$ cat src/rtl/tkw_pkg.sv
// ----------------------------------------------------------------------------
// Top-k weight keeper package
// Shared widths, codes, controller states and the command and status bundles.
// ----------------------------------------------------------------------------
package tkw_pkg;

   localparam int KEEP_W      = 5;
   localparam int WEIGHT_W    = 32;
   localparam int TAG_W       = 16;
   localparam int POS_W       = 4;
   localparam int MAX_RESULTS = 16;

   localparam logic [KEEP_W-1:0] KEEP_RESET = 5'd16;

   localparam logic OP_PUSH = 1'b0;
   localparam logic OP_READ = 1'b1;

   typedef enum logic [6:0] {
      ST_IDLE       = 7'b0000001,
      ST_PUSH_START = 7'b0000010,
      ST_PUSH_SCAN  = 7'b0000100,
      ST_PUSH_END   = 7'b0001000,
      ST_LIST_RD    = 7'b0010000,
      ST_LIST_LOAD  = 7'b0100000,
      ST_RSP        = 7'b1000000
   } state_type;

   typedef struct packed {
      logic accept;
      logic rd_next;
      logic scan;
      logic push_end;
      logic out_zero;
      logic list_load;
      logic list_next;
   } tkw_cmd_type;

   typedef struct packed {
      logic fill_zero;
      logic scan_done;
      logic out_last;
   } tkw_sts_type;

endpackage

$ cat src/rtl/top_k_weight_keeper.sv
// ----------------------------------------------------------------------------
// Top-k weight keeper
// Keeps the best entries by signed weight in a descending list.
// ----------------------------------------------------------------------------
// The req channel takes one beat per operation: op 0 pushes req_tag with
// req_weight, op 1 reads the list. A push gives one rsp beat telling whether
// and where the entry landed and which entry, if any, fell off the end. A
// read gives one beat per stored entry from rank 0, at most sixteen, with
// rsp_last on the final one; an empty list gives one zero beat with rsp_last.
// The csr channel writes the keep count; it is always ready and is to be
// written only while no operation is in flight.
// A push runs a scan that reads each stored entry once from the entry RAM
// and shifts the tail through a carry register. Each read beat is read from
// the RAM, loaded into the result register and then presented. One
// operation is in flight at a time: req_ready is high only when the
// previous operation's last beat has been taken.
// A stalled rsp beat is held in the result register until it is taken.
// Reset empties the list and sets the keep count to sixteen; entry storage
// needs no clearing since only the contents of filled slots are ever used.
// ----------------------------------------------------------------------------
module top_k_weight_keeper #(
   parameter int CAPACITY = 16
) (
   input  logic                                clock,
   input  logic                                reset,
   input  logic                                req_valid,
   output logic                                req_ready,
   input  logic                                req_op,
   input  logic signed [tkw_pkg::WEIGHT_W-1:0] req_weight,
   input  logic [tkw_pkg::TAG_W-1:0]           req_tag,
   output logic                                rsp_valid,
   input  logic                                rsp_ready,
   output logic                                rsp_kept,
   output logic [tkw_pkg::POS_W-1:0]           rsp_position,
   output logic                                rsp_evicted,
   output logic [tkw_pkg::TAG_W-1:0]           rsp_out_tag,
   output logic signed [tkw_pkg::WEIGHT_W-1:0] rsp_out_weight,
   output logic                                rsp_last,
   input  logic                                csr_valid,
   output logic                                csr_ready,
   input  logic [tkw_pkg::KEEP_W-1:0]          csr_data
);

   tkw_pkg::tkw_cmd_type cmd;
   tkw_pkg::tkw_sts_type sts;

   assign csr_ready = 1'b1;

   tkw_controller u_controller (
      .clock     (clock),
      .reset     (reset),
      .req_valid (req_valid),
      .req_ready (req_ready),
      .req_op    (req_op),
      .rsp_valid (rsp_valid),
      .rsp_ready (rsp_ready),
      .cmd       (cmd),
      .sts       (sts)
   );

   tkw_datapath #(
      .CAPACITY (CAPACITY)
   ) u_datapath (
      .clock          (clock),
      .reset          (reset),
      .cmd            (cmd),
      .sts            (sts),
      .req_weight     (req_weight),
      .req_tag        (req_tag),
      .csr_valid      (csr_valid),
      .csr_data       (csr_data),
      .rsp_kept       (rsp_kept),
      .rsp_position   (rsp_position),
      .rsp_evicted    (rsp_evicted),
      .rsp_out_tag    (rsp_out_tag),
      .rsp_out_weight (rsp_out_weight),
      .rsp_last       (rsp_last)
   );

endmodule

$ cat src/rtl/tkw_ram.sv
// ----------------------------------------------------------------------------
// Generic RAM
// One write port and one read port with registered read data.
// ----------------------------------------------------------------------------
module tkw_ram #(
   parameter int WIDTH = 48,
   parameter int DEPTH = 16
) (
   input  logic                                     clock,
   input  logic                                     wr_en,
   input  logic [(DEPTH > 1 ? $clog2(DEPTH) : 1)-1:0] wr_addr,
   input  logic [WIDTH-1:0]                         wr_data,
   input  logic [(DEPTH > 1 ? $clog2(DEPTH) : 1)-1:0] rd_addr,
   output logic [WIDTH-1:0]                         rd_data
);

   logic [WIDTH-1:0] mem [DEPTH];

   always_ff @(posedge clock) begin
      if (wr_en) begin
         mem[wr_addr] <= wr_data;
      end
      rd_data <= mem[rd_addr];
   end

endmodule

$ cat src/rtl/tkw_datapath.sv
// ----------------------------------------------------------------------------
// Top-k weight keeper datapath
// Entry store, fill and keep registers, insertion scan and result register.
// ----------------------------------------------------------------------------
module tkw_datapath #(
   parameter int CAPACITY = 16
) (
   input  logic                                 clock,
   input  logic                                 reset,
   input  tkw_pkg::tkw_cmd_type                 cmd,
   output tkw_pkg::tkw_sts_type                 sts,
   input  logic signed [tkw_pkg::WEIGHT_W-1:0]  req_weight,
   input  logic [tkw_pkg::TAG_W-1:0]            req_tag,
   input  logic                                 csr_valid,
   input  logic [tkw_pkg::KEEP_W-1:0]           csr_data,
   output logic                                 rsp_kept,
   output logic [tkw_pkg::POS_W-1:0]            rsp_position,
   output logic                                 rsp_evicted,
   output logic [tkw_pkg::TAG_W-1:0]            rsp_out_tag,
   output logic signed [tkw_pkg::WEIGHT_W-1:0]  rsp_out_weight,
   output logic                                 rsp_last
);

   localparam int IW   = CAPACITY > 1 ? $clog2(CAPACITY) : 1;
   localparam int FW   = $clog2(CAPACITY + 1);
   localparam int CMPW = FW > tkw_pkg::KEEP_W ? FW : tkw_pkg::KEEP_W;
   localparam int EW   = tkw_pkg::WEIGHT_W + tkw_pkg::TAG_W;

   logic [FW-1:0]                     fill_ff, fill_in;
   logic [tkw_pkg::KEEP_W-1:0]        keep_ff, keep_in;
   logic [IW-1:0]                     idx_ff, idx_in;
   logic signed [tkw_pkg::WEIGHT_W-1:0] weight_ff, weight_in;
   logic [tkw_pkg::TAG_W-1:0]         tag_ff, tag_in;
   logic                              inserted_ff, inserted_in;
   logic [IW-1:0]                     pos_ff, pos_in;
   logic [EW-1:0]                     carry_ff, carry_in;
   logic                              kept_ff, kept_in;
   logic [tkw_pkg::POS_W-1:0]         position_ff, position_in;
   logic                              evicted_ff, evicted_in;
   logic [tkw_pkg::TAG_W-1:0]         out_tag_ff, out_tag_in;
   logic signed [tkw_pkg::WEIGHT_W-1:0] out_weight_ff, out_weight_in;
   logic                              last_ff, last_in;

   logic [FW-1:0]                     eff_keep;
   logic [FW-1:0]                     new_eff_keep;
   logic [FW-1:0]                     fill_last;
   logic                              scan_done;
   logic                              list_done;
   logic                              greater;
   logic signed [tkw_pkg::WEIGHT_W-1:0] rd_weight;
   logic [tkw_pkg::TAG_W-1:0]         rd_tag;
   logic [EW-1:0]                     rd_data;
   logic [IW-1:0]                     rd_addr;
   logic                              wr_en;
   logic [IW-1:0]                     wr_addr;
   logic [EW-1:0]                     wr_data;

   tkw_ram #(
      .WIDTH (EW),
      .DEPTH (CAPACITY)
   ) u_entries (
      .clock   (clock),
      .wr_en   (wr_en),
      .wr_addr (wr_addr),
      .wr_data (wr_data),
      .rd_addr (rd_addr),
      .rd_data (rd_data)
   );

   // A keep count above the capacity acts as the capacity.
   always_comb begin
      if (CMPW'(keep_ff) > CMPW'(CAPACITY)) begin
         eff_keep = FW'(CAPACITY);
      end else begin
         eff_keep = FW'(keep_ff);
      end
      if (CMPW'(csr_data) > CMPW'(CAPACITY)) begin
         new_eff_keep = FW'(CAPACITY);
      end else begin
         new_eff_keep = FW'(csr_data);
      end
   end

   assign rd_weight = rd_data[EW-1:tkw_pkg::TAG_W];
   assign rd_tag    = rd_data[tkw_pkg::TAG_W-1:0];
   assign greater   = weight_ff > rd_weight;
   assign fill_last = fill_ff - FW'(1);
   assign scan_done = FW'(idx_ff) == fill_last;
   assign rd_addr   = cmd.rd_next ? idx_ff + IW'(1) : idx_ff;

   // A read streams at most MAX_RESULTS entries.
   always_comb begin
      if (CMPW'(fill_ff) > CMPW'(tkw_pkg::MAX_RESULTS)) begin
         list_done = CMPW'(idx_ff) == CMPW'(tkw_pkg::MAX_RESULTS - 1);
      end else begin
         list_done = FW'(idx_ff) == fill_last;
      end
   end

   always_comb begin
      fill_in       = fill_ff;
      keep_in       = keep_ff;
      idx_in        = idx_ff;
      weight_in     = weight_ff;
      tag_in        = tag_ff;
      inserted_in   = inserted_ff;
      pos_in        = pos_ff;
      carry_in      = carry_ff;
      kept_in       = kept_ff;
      position_in   = position_ff;
      evicted_in    = evicted_ff;
      out_tag_in    = out_tag_ff;
      out_weight_in = out_weight_ff;
      last_in       = last_ff;
      wr_en         = 1'b0;
      wr_addr       = idx_ff;
      wr_data       = {weight_ff, tag_ff};

      // Lowering the keep count drops trailing entries without a report.
      if (csr_valid) begin
         keep_in = csr_data;
         if (fill_ff > new_eff_keep) begin
            fill_in = new_eff_keep;
         end
      end

      if (cmd.accept) begin
         weight_in   = req_weight;
         tag_in      = req_tag;
         idx_in      = '0;
         inserted_in = 1'b0;
      end

      // Once the new entry is placed, every later entry moves down one slot
      // through the carry register.
      if (cmd.scan) begin
         idx_in = idx_ff + IW'(1);
         if (inserted_ff) begin
            wr_en    = 1'b1;
            wr_data  = carry_ff;
            carry_in = rd_data;
         end else if (greater) begin
            wr_en       = 1'b1;
            carry_in    = rd_data;
            inserted_in = 1'b1;
            pos_in      = idx_ff;
         end
      end

      if (cmd.push_end) begin
         kept_in       = 1'b0;
         position_in   = '0;
         evicted_in    = 1'b0;
         out_tag_in    = '0;
         out_weight_in = '0;
         last_in       = 1'b1;
         if (inserted_ff) begin
            kept_in     = 1'b1;
            position_in = tkw_pkg::POS_W'(pos_ff);
            if (fill_ff == eff_keep) begin
               evicted_in    = 1'b1;
               out_tag_in    = carry_ff[tkw_pkg::TAG_W-1:0];
               out_weight_in = carry_ff[EW-1:tkw_pkg::TAG_W];
            end else begin
               wr_en   = 1'b1;
               wr_addr = fill_ff[IW-1:0];
               wr_data = carry_ff;
               fill_in = fill_ff + FW'(1);
            end
         end else if (fill_ff < eff_keep) begin
            wr_en       = 1'b1;
            wr_addr     = fill_ff[IW-1:0];
            kept_in     = 1'b1;
            position_in = tkw_pkg::POS_W'(fill_ff);
            fill_in     = fill_ff + FW'(1);
         end
      end

      if (cmd.out_zero) begin
         kept_in       = 1'b0;
         position_in   = '0;
         evicted_in    = 1'b0;
         out_tag_in    = '0;
         out_weight_in = '0;
         last_in       = 1'b1;
      end

      if (cmd.list_load) begin
         kept_in       = 1'b1;
         position_in   = tkw_pkg::POS_W'(idx_ff);
         evicted_in    = 1'b0;
         out_tag_in    = rd_tag;
         out_weight_in = rd_weight;
         last_in       = list_done;
      end

      if (cmd.list_next) begin
         idx_in = idx_ff + IW'(1);
      end
   end

   always_ff @(posedge clock) begin
      if (reset) begin
         fill_ff <= '0;
         keep_ff <= tkw_pkg::KEEP_RESET;
      end else begin
         fill_ff <= fill_in;
         keep_ff <= keep_in;
      end
   end

   always_ff @(posedge clock) begin
      idx_ff        <= idx_in;
      weight_ff     <= weight_in;
      tag_ff        <= tag_in;
      inserted_ff   <= inserted_in;
      pos_ff        <= pos_in;
      carry_ff      <= carry_in;
      kept_ff       <= kept_in;
      position_ff   <= position_in;
      evicted_ff    <= evicted_in;
      out_tag_ff    <= out_tag_in;
      out_weight_ff <= out_weight_in;
      last_ff       <= last_in;
   end

   assign sts.fill_zero = fill_ff == '0;
   assign sts.scan_done = scan_done;
   assign sts.out_last  = last_ff;

   assign rsp_kept       = kept_ff;
   assign rsp_position   = position_ff;
   assign rsp_evicted    = evicted_ff;
   assign rsp_out_tag    = out_tag_ff;
   assign rsp_out_weight = out_weight_ff;
   assign rsp_last       = last_ff;

endmodule

$ cat src/rtl/tkw_controller.sv
// ----------------------------------------------------------------------------
// Top-k weight keeper controller
// Sequences the insertion scan, the list read-out and the result handshake.
// ----------------------------------------------------------------------------
module tkw_controller (
   input  logic                 clock,
   input  logic                 reset,
   input  logic                 req_valid,
   output logic                 req_ready,
   input  logic                 req_op,
   output logic                 rsp_valid,
   input  logic                 rsp_ready,
   output tkw_pkg::tkw_cmd_type cmd,
   input  tkw_pkg::tkw_sts_type sts
);

   tkw_pkg::state_type state_ff, state_in;

   always_comb begin
      state_in  = state_ff;
      cmd       = '0;
      req_ready = 1'b0;
      rsp_valid = 1'b0;
      case (state_ff)
         tkw_pkg::ST_IDLE: begin
            req_ready = 1'b1;
            if (req_valid) begin
               cmd.accept = 1'b1;
               if (req_op == tkw_pkg::OP_READ) begin
                  if (sts.fill_zero) begin
                     cmd.out_zero = 1'b1;
                     state_in     = tkw_pkg::ST_RSP;
                  end else begin
                     state_in = tkw_pkg::ST_LIST_RD;
                  end
               end else begin
                  state_in = tkw_pkg::ST_PUSH_START;
               end
            end
         end
         tkw_pkg::ST_PUSH_START: begin
            // The first entry is read here so the scan sees it next cycle.
            if (sts.fill_zero) begin
               state_in = tkw_pkg::ST_PUSH_END;
            end else begin
               state_in = tkw_pkg::ST_PUSH_SCAN;
            end
         end
         tkw_pkg::ST_PUSH_SCAN: begin
            cmd.scan    = 1'b1;
            cmd.rd_next = 1'b1;
            if (sts.scan_done) begin
               state_in = tkw_pkg::ST_PUSH_END;
            end
         end
         tkw_pkg::ST_PUSH_END: begin
            cmd.push_end = 1'b1;
            state_in     = tkw_pkg::ST_RSP;
         end
         tkw_pkg::ST_LIST_RD: begin
            state_in = tkw_pkg::ST_LIST_LOAD;
         end
         tkw_pkg::ST_LIST_LOAD: begin
            cmd.list_load = 1'b1;
            state_in      = tkw_pkg::ST_RSP;
         end
         tkw_pkg::ST_RSP: begin
            rsp_valid = 1'b1;
            if (rsp_ready) begin
               if (sts.out_last) begin
                  state_in = tkw_pkg::ST_IDLE;
               end else begin
                  cmd.list_next = 1'b1;
                  state_in      = tkw_pkg::ST_LIST_RD;
               end
            end
         end
         default: begin
            state_in = tkw_pkg::ST_IDLE;
         end
      endcase
   end

   always_ff @(posedge clock) begin
      if (reset) begin
         state_ff <= tkw_pkg::ST_IDLE;
      end else begin
         state_ff <= state_in;
      end
   end

endmodule

$ cat config.mk
export PLATFORM = sky130hd
export DESIGN_NAME = top_k_weight_keeper
export DESIGN_NICKNAME = d
export VERILOG_FILES = /design/src/rtl/tkw_pkg.sv /design/src/rtl/top_k_weight_keeper.sv /design/src/rtl/tkw_ram.sv /design/src/rtl/tkw_datapath.sv /design/src/rtl/tkw_controller.sv
export SDC_FILE = /design/constraint.sdc
export NUM_CORES = 1
export LEC_CHECK = 0
export BUFFER_PORTS_ARGS = -buffer_cell sky130_fd_sc_hd__buf_2
export CORE_MARGIN = 4
export CORE_UTILIZATION = 56
export DETAILED_ROUTE_END_ITERATION = 16
export GPL_ROUTABILITY_DRIVEN = 0
export PLACE_DENSITY = 0.78
export SETUP_SLACK_MARGIN = 0.05
export SYNTH_ARGS = -nofsm -noshare
export SYNTH_HDL_FRONTEND = slang
export SYNTH_SLANG_ARGS = --single-unit
$ cat constraint.sdc
create_clock -name clock -period 5.25 [get_ports clock]
set_input_delay 1.3125 -clock clock [delete_from_list [all_inputs] [get_ports clock]]
set_output_delay 1.3125 -clock clock [all_outputs]
set_load 0.05 [all_outputs]
After elaboration in Yosys (flattened, before gate mapping)

Memories as Yosys holds them, arrays and structs flattened. A register that Yosys moved wholly into a read port is not among the register bits.
Index checks and enable logic that the tools add are counted.

Output and inout port bits: 58
Memories: 1
Input port bits: 59
Register bits: 177
Memory bits (writable): 768
Logic and storage cells: 132

Memories:

| name                     | depth | bits a word | read ports | clocked after memory_dff | write ports | line          | text |
|---|---|---|---|---|---|---|---|
| u_datapath.u_entries.mem | 16    | 48          | 1          | 1                        | 1           | tkw_ram.sv:17 | `logic [WIDTH-1:0] mem [DEPTH];` |

Add/subtract/negate cells: 3
Equality and inequality tests: 13
Bitwise logic cells: 1
Reduce and logical (&&, ||, !) cells: 10
Magnitude comparators: 6
Multiplexer cells: 83

Operators with widths:

| operator            | number |
|---|---|
| $mux 48             | 7 |
| $mux 32             | 5 |
| $mux 16             | 5 |
| $mux 4              | 14 |
| $mux 5              | 9 |
| $pmux 7 s6          | 1 |
| $mux 1              | 36 |
| $mux 7              | 5 |
| $gt 32x32->1        | 1 |
| $gt 5x5->1 const B  | 3 |
| $eq 7x1->1 const B  | 1 |
| $eq 7x2->1 const B  | 1 |
| $eq 7x3->1 const B  | 1 |
| $eq 7x4->1 const B  | 1 |
| $eq 7x5->1 const B  | 1 |
| $eq 7x6->1 const B  | 1 |
| $eq 7x7->1 const B  | 1 |
| $reduce_and 3->1    | 2 |
| $reduce_bool 3->1   | 2 |
| $add 5x1->5 const B | 1 |
| $eq 4x5->1          | 1 |
| $eq 5x5->1          | 1 |
| $gt 5x5->1          | 1 |
| $logic_not 5->1     | 1 |
| 11 further kinds    | 14 |

Longest topological paths before layout

Depth after elaboration: 9
Gate-level depth with buffers: 11
Mapped depth without buffers: 10

Hierarchy

A second synthesis with hierarchy kept.

Cells, all modules: 1863
Area, all modules: 38101.5 sq um

Modules (own cells, without submodules):

| module              | instances | cells each | area each (sq um) |
|---|---|---|---|
| tkw_ram             | 1         | 1242       | 29694.7 |
| tkw_datapath        | 1         | 557        | 7870.0 |
| tkw_controller      | 1         | 62         | 525.5 |
| top_k_weight_keeper | 1         | 2          | 11.3 |

Least setup slack after synthesis

No wires, ideal clock.

Kind: register -> register
From: reg u_datapath.weight_ff[31] in the netlist's numbering
To: mem u_datapath.u_entries.mem[15][0], enable pin
Path slack: -0.540 ns
Setup time: 0.513 ns
Arrival: 5.276 ns
Path buffers: 1
Required time: 4.737 ns
Cell stages (with the launch flop): 10
Path through: edfxtp_1 ha_1 nand4_1 nor4_1 nand2b_1 a21oi_1 a2111o_1 nand2_2 buf_6 nor3_1

Word-level cells in the longest chain between the ends: 9
Elaborated cells on any way between the ends: 10
Those cells by class: order compare: 1; mux: 9

Ends and longest elaborated chain:

| element                          | line                                     | text |
|---|---|---|
| start, declared                  | tkw_datapath.sv:32                       | `logic signed [tkw_pkg::WEIGHT_W-1:0] weight_ff, weight_in;` |
| start signal, assigned           | tkw_datapath.sv:214                      | `weight_ff <= weight_in;` |
| $gt 32x32->1 (*)                 | tkw_datapath.sv:86                       | `assign greater = weight_ff > rd_weight;` |
| $mux 1 (*)                       | tkw_datapath.sv:142                      | `end else if (greater) begin` |
| $mux 1 (*)                       | tkw_datapath.sv:138                      | `if (inserted_ff) begin` |
| $mux 1 (*)                       | tkw_datapath.sv:136                      | `if (cmd.scan) begin` |
| $mux 1, on equally long branches | tkw_datapath.sv:170, tkw_datapath.sv:160 |  |
| $mux 1                           | tkw_datapath.sv:157                      | `if (inserted_ff) begin` |
| $mux 1 (*)                       | tkw_datapath.sv:150                      | `if (cmd.push_end) begin` |
| $mux 1 (*)                       | tkw_ram.sv:20                            | `if (wr_en) begin` |
| $mux 1 (not written as such) (*) | tkw_ram.sv:21                            | `mem[wr_addr] <= wr_data;` |
| end, declared                    | tkw_ram.sv:17                            |  |

Every way passes the cells marked *; elsewhere a longest branch is shown, timed or not.

Worst setup path after layout

From: reg u_datapath.u_entries.rd_data[47] (read register of u_datapath.u_entries.mem)
To: reg u_datapath.carry_ff[28], enable pin

Word-level cells in the longest chain between the ends: 3

Ends and longest elaborated chain:

| element                            | line                | text |
|---|---|---|
| start, declared                    | tkw_ram.sv:14       | `output logic [WIDTH-1:0] rd_data` |
| $gt 32x32->1                       | tkw_datapath.sv:86  |  |
| $reduce_bool 2->1 (no source line) | -                   |  |
| $reduce_and 2->1 (no source line)  | -                   |  |
| end signal, assigned               | tkw_datapath.sv:218 | `carry_ff <= carry_in;` |
| end, declared                      | tkw_datapath.sv:36  | `logic [EW-1:0] carry_ff, carry_in;` |

Every way passes these cells.
A chain may end at the register's enable or synchronous reset.

==> out/results.txt <==
status -> completed
Rows -> 95
grt ovf -> 0
DIE HEIGHT -> 268.7 um
DRT iter0 DRCs -> 2083
Finish-stage setup viols -> 0
Synth Instances -> 1879
vias per inst -> 6.362
Power Density -> 407.0 nW/um2
largest cells by area after synthesis -> edfxtp_1 73%, mux4_2 11%, dfxtp_1 3.6%
Multi-input gate area -> 8482 um2
CTS Root Cell -> clkbuf_16
final wirelength -> 81810 um
synth unique cells -> 53
fin util -> 63.97%
Synth area leader -> edfxtp_1
slew at the pin closest to its max-slew limit -> 1.194 ns
register area share after synthesis -> 76.56%
vias in the first global route -> 19.91k
commonest register cell after synthesis -> edfxtp_1
first-pass GRT wire length -> 124800 um
flops & latches, synth -> 993
Initial Util -> 56.57%
fin worst setup slack -> 0.5526 ns
worst skew pair latency -> 0.66 ns
Area Overhead vs Synth -> 13.10%
post-layout min period -> 4.697 ns
Register-to-Register Path Depth -> 10
Critical path origin -> u_datapath.u_entries.rd_data[47]
Hold Vio Cnt, Final -> 0
Crit Path Max Fanout -> 33
crit path cell chain -> inv_1 -> ha_1 -> nand4_1 -> nor4_2 -> nand2b_1 -> a21oi_1 -> a211oi_1 -> mux2_2 -> nand2_2 -> buf_4
Port Buffers -> 115
Setup crit start kind -> register
first-pass iteration count of the detailed router -> 5
FF+latch area -> 29140 um2
CTS tree -> done
clk sinks -> 993
Setup crit end -> u_datapath.carry_ff[28]
nets@finish -> 2145
share of cells above drive strength 1 -> 27.35%
WP data arrival -> 5.01 ns
antenna violations before repair -> 0
DRC Markers -> 0
Avg Inst Size Synth -> 20.25 um2
Hold Crit Class -> register to register
Min-Delay Path Depth -> 0
Fillers -> 4314
largest net degree at the start of global routing -> 155
post-synthesis async set-or-reset flop share -> 0%
max incr delay on CP -> 0.87 ns
die area -> 72190 um2
Fmax -> 212.9 MHz
R2R Setup Slk -> 0.55 ns
EDFF count, synth -> 925
H-Tree Depth -> 3
Max clock buf depth -> 3
Req. time, crit path -> 5.56 ns
GRT Total Usage -> 23.17%
RSZ-0062 raised after global routing -> false
slowest CP cell -> nand2_2
area share of the largest cell type after synthesis -> 72.99%
drt wl/cell -> 27.32 um
Top Ports -> 117
Num CTS Buffers -> 95
Final HPWL DP -> 46780 um
VDD IR-drop max -> 0.0003035 V
Antenna Nets Post-Route -> 0
max_cap viols -> 0
Worst Clk Skew -> 0.02845 ns
total negative slack -> 0 ns
Max-slew headroom -> 20.23%
CP endpoint kind -> register
Final Cycle Share -> 89.47%
CTS clk-pin slew, worst paths -> 0.06 ns
Leakage -> 14.29 nW
Warnings, synthesis -> 0
commonest cells after routing, fill and taps aside -> 925 x edfxtp_1, 192 x mux4_2, 115 x buf_2
core footprint -> 67280 um2
Slew Limit Fails -> 0
most common cell after layout, fill and taps aside -> edfxtp_1
Synth Cell Area -> 38060 um2
Worst R2R End -> u_datapath.carry_ff[28]
type of the worst setup path -> register to register
Diodes inserted -> 0
worst reg2reg path startpoint -> u_datapath.u_entries.rd_data[47]
Synth Net Count -> 1984
vias -> 19.05k
pre-CTS worst setup slack -> 0.4338 ns
Die X -> 268.7 um
-- synthesized netlist by cell type (5+ instances only) --
cell type  number
a211oi_1        6
a21oi_1        32
a22o_1         48
a22oi_1       101
a31oi_1         8
buf_2          41
clkbuf_1       49
dfxtp_1        68
edfxtp_1      925
ha_1           46
inv_1          48
mux2_2         50
mux2i_1         7
mux4_2        192
nand2_1        91
nand2b_1        6
nand3_1        11
nand4_1        10
nor2_1         39
nor3_1         27
nor3b_1         5
o21ai_0         6
o31ai_1         5
xnor2_1         6
xor2_1          7
-- report_power, final --
part / switching, mW / internal [mW]
Sequential: 0.118 / 8.97
Combinational: 1.06 / 0.594
Clock: 2.86 / 3.91
Total: 4.04 / 13.5
-- sequential cells by signal, indices dropped and copies added, names as in the netlist, 5 cells and up --
register,count
u_controller.state_ff,7
u_datapath.carry_ff,48
u_datapath.fill_ff,5
u_datapath.keep_ff,5
u_datapath.rsp_out_tag,16
u_datapath.rsp_out_weight,32
u_datapath.tag_ff,16
u_datapath.u_entries.mem,768
u_datapath.u_entries.rd_data,48
u_datapath.weight_ff,32
-- routing by layer --
metal / global-route usage, % / up-vias / part of all wire, %
met4: 6.103 / 0 / 2.3
met2: 38.73 / 924 / 50
met1: 32.15 / 9914 / 39
met5: 0 / - / 0
li1: - / 8062 / -
met3: 4.371 / 149 / 7.7
-- through the flow --
stage | area (um2) | power [mW] | hold WS, ns | std cells
after global placement | 39900 | 10.84 | 0.4155 | 2816
after detailed placement | 39900 | 10.90 | 0.4228 | 2816
final | 43040 | 17.52 | 0.4300 | 2994
after floorplan | 38060 | 10.35 | 0.4086 | 1879
after CTS | 43030 | 17.62 | 0.4309 | 2994
after global routing | 43040 | 18.13 | 0.4373 | 2994
-- worst min-delay path by stage --
stage,startpoint,endpoint
CTS,u_datapath.u_entries.rd_data[13],u_datapath.carry_ff[13]
detailed placement,u_datapath.u_entries.rd_data[12],u_datapath.carry_ff[12]
floorplan,u_datapath.u_entries.rd_data[0],u_datapath.carry_ff[0]
global route,u_datapath.u_entries.rd_data[13],u_datapath.carry_ff[13]
finish,u_datapath.u_entries.rd_data[13],u_datapath.carry_ff[13]
global placement,u_datapath.u_entries.rd_data[13],u_datapath.carry_ff[13]
-- critical path: cells and delay by family, from the launching register on --
kind	cells	cell delay, ns
adders and majority gates	1	0.52
buffers and inverters	2	0.50
AOI/OAI and AO/OA	2	0.42
and+or+nand+nor	4	2.18
muxes	1	0.36
DFF	1	0.37
-- final cells by class --
class | count | share of cell area (%)
Sequential cell | 993 | 67.70
Multi-Input combinational cell | 743 | 19.71
Clock buffer | 136 | 6.308
Tap cell | 873 | 2.538
Timing Repair Buffer | 159 | 2.366
Clock inverter | 42 | 0.9622
Inverter | 48 | 0.4186
-- kinds of logic after synthesis --
family                     count (synthesis)  share of synthesized area [%]
AOI/OAI and AO/OA                        224                          4.376
and+or+nand+nor                          210                          2.607
muxes                                    249                          13.03
adders and majority gates                 46                          1.512
other                                      1                       0.009854
buffers and inverters                    143                          1.604
DFF                                      993                          76.56
xor gates and xnor gates                  13                         0.2992
-- what timing repair did --
item / CTS / global route
hold endpoints to repair: 0 / 0
gates resized for setup: 0 / 1
setup buffers: 0 / 0
setup endpoints to repair: 0 / 16
hold buffers: 0 / 0
No activity file was read; power rests on OpenSTA's default activity.
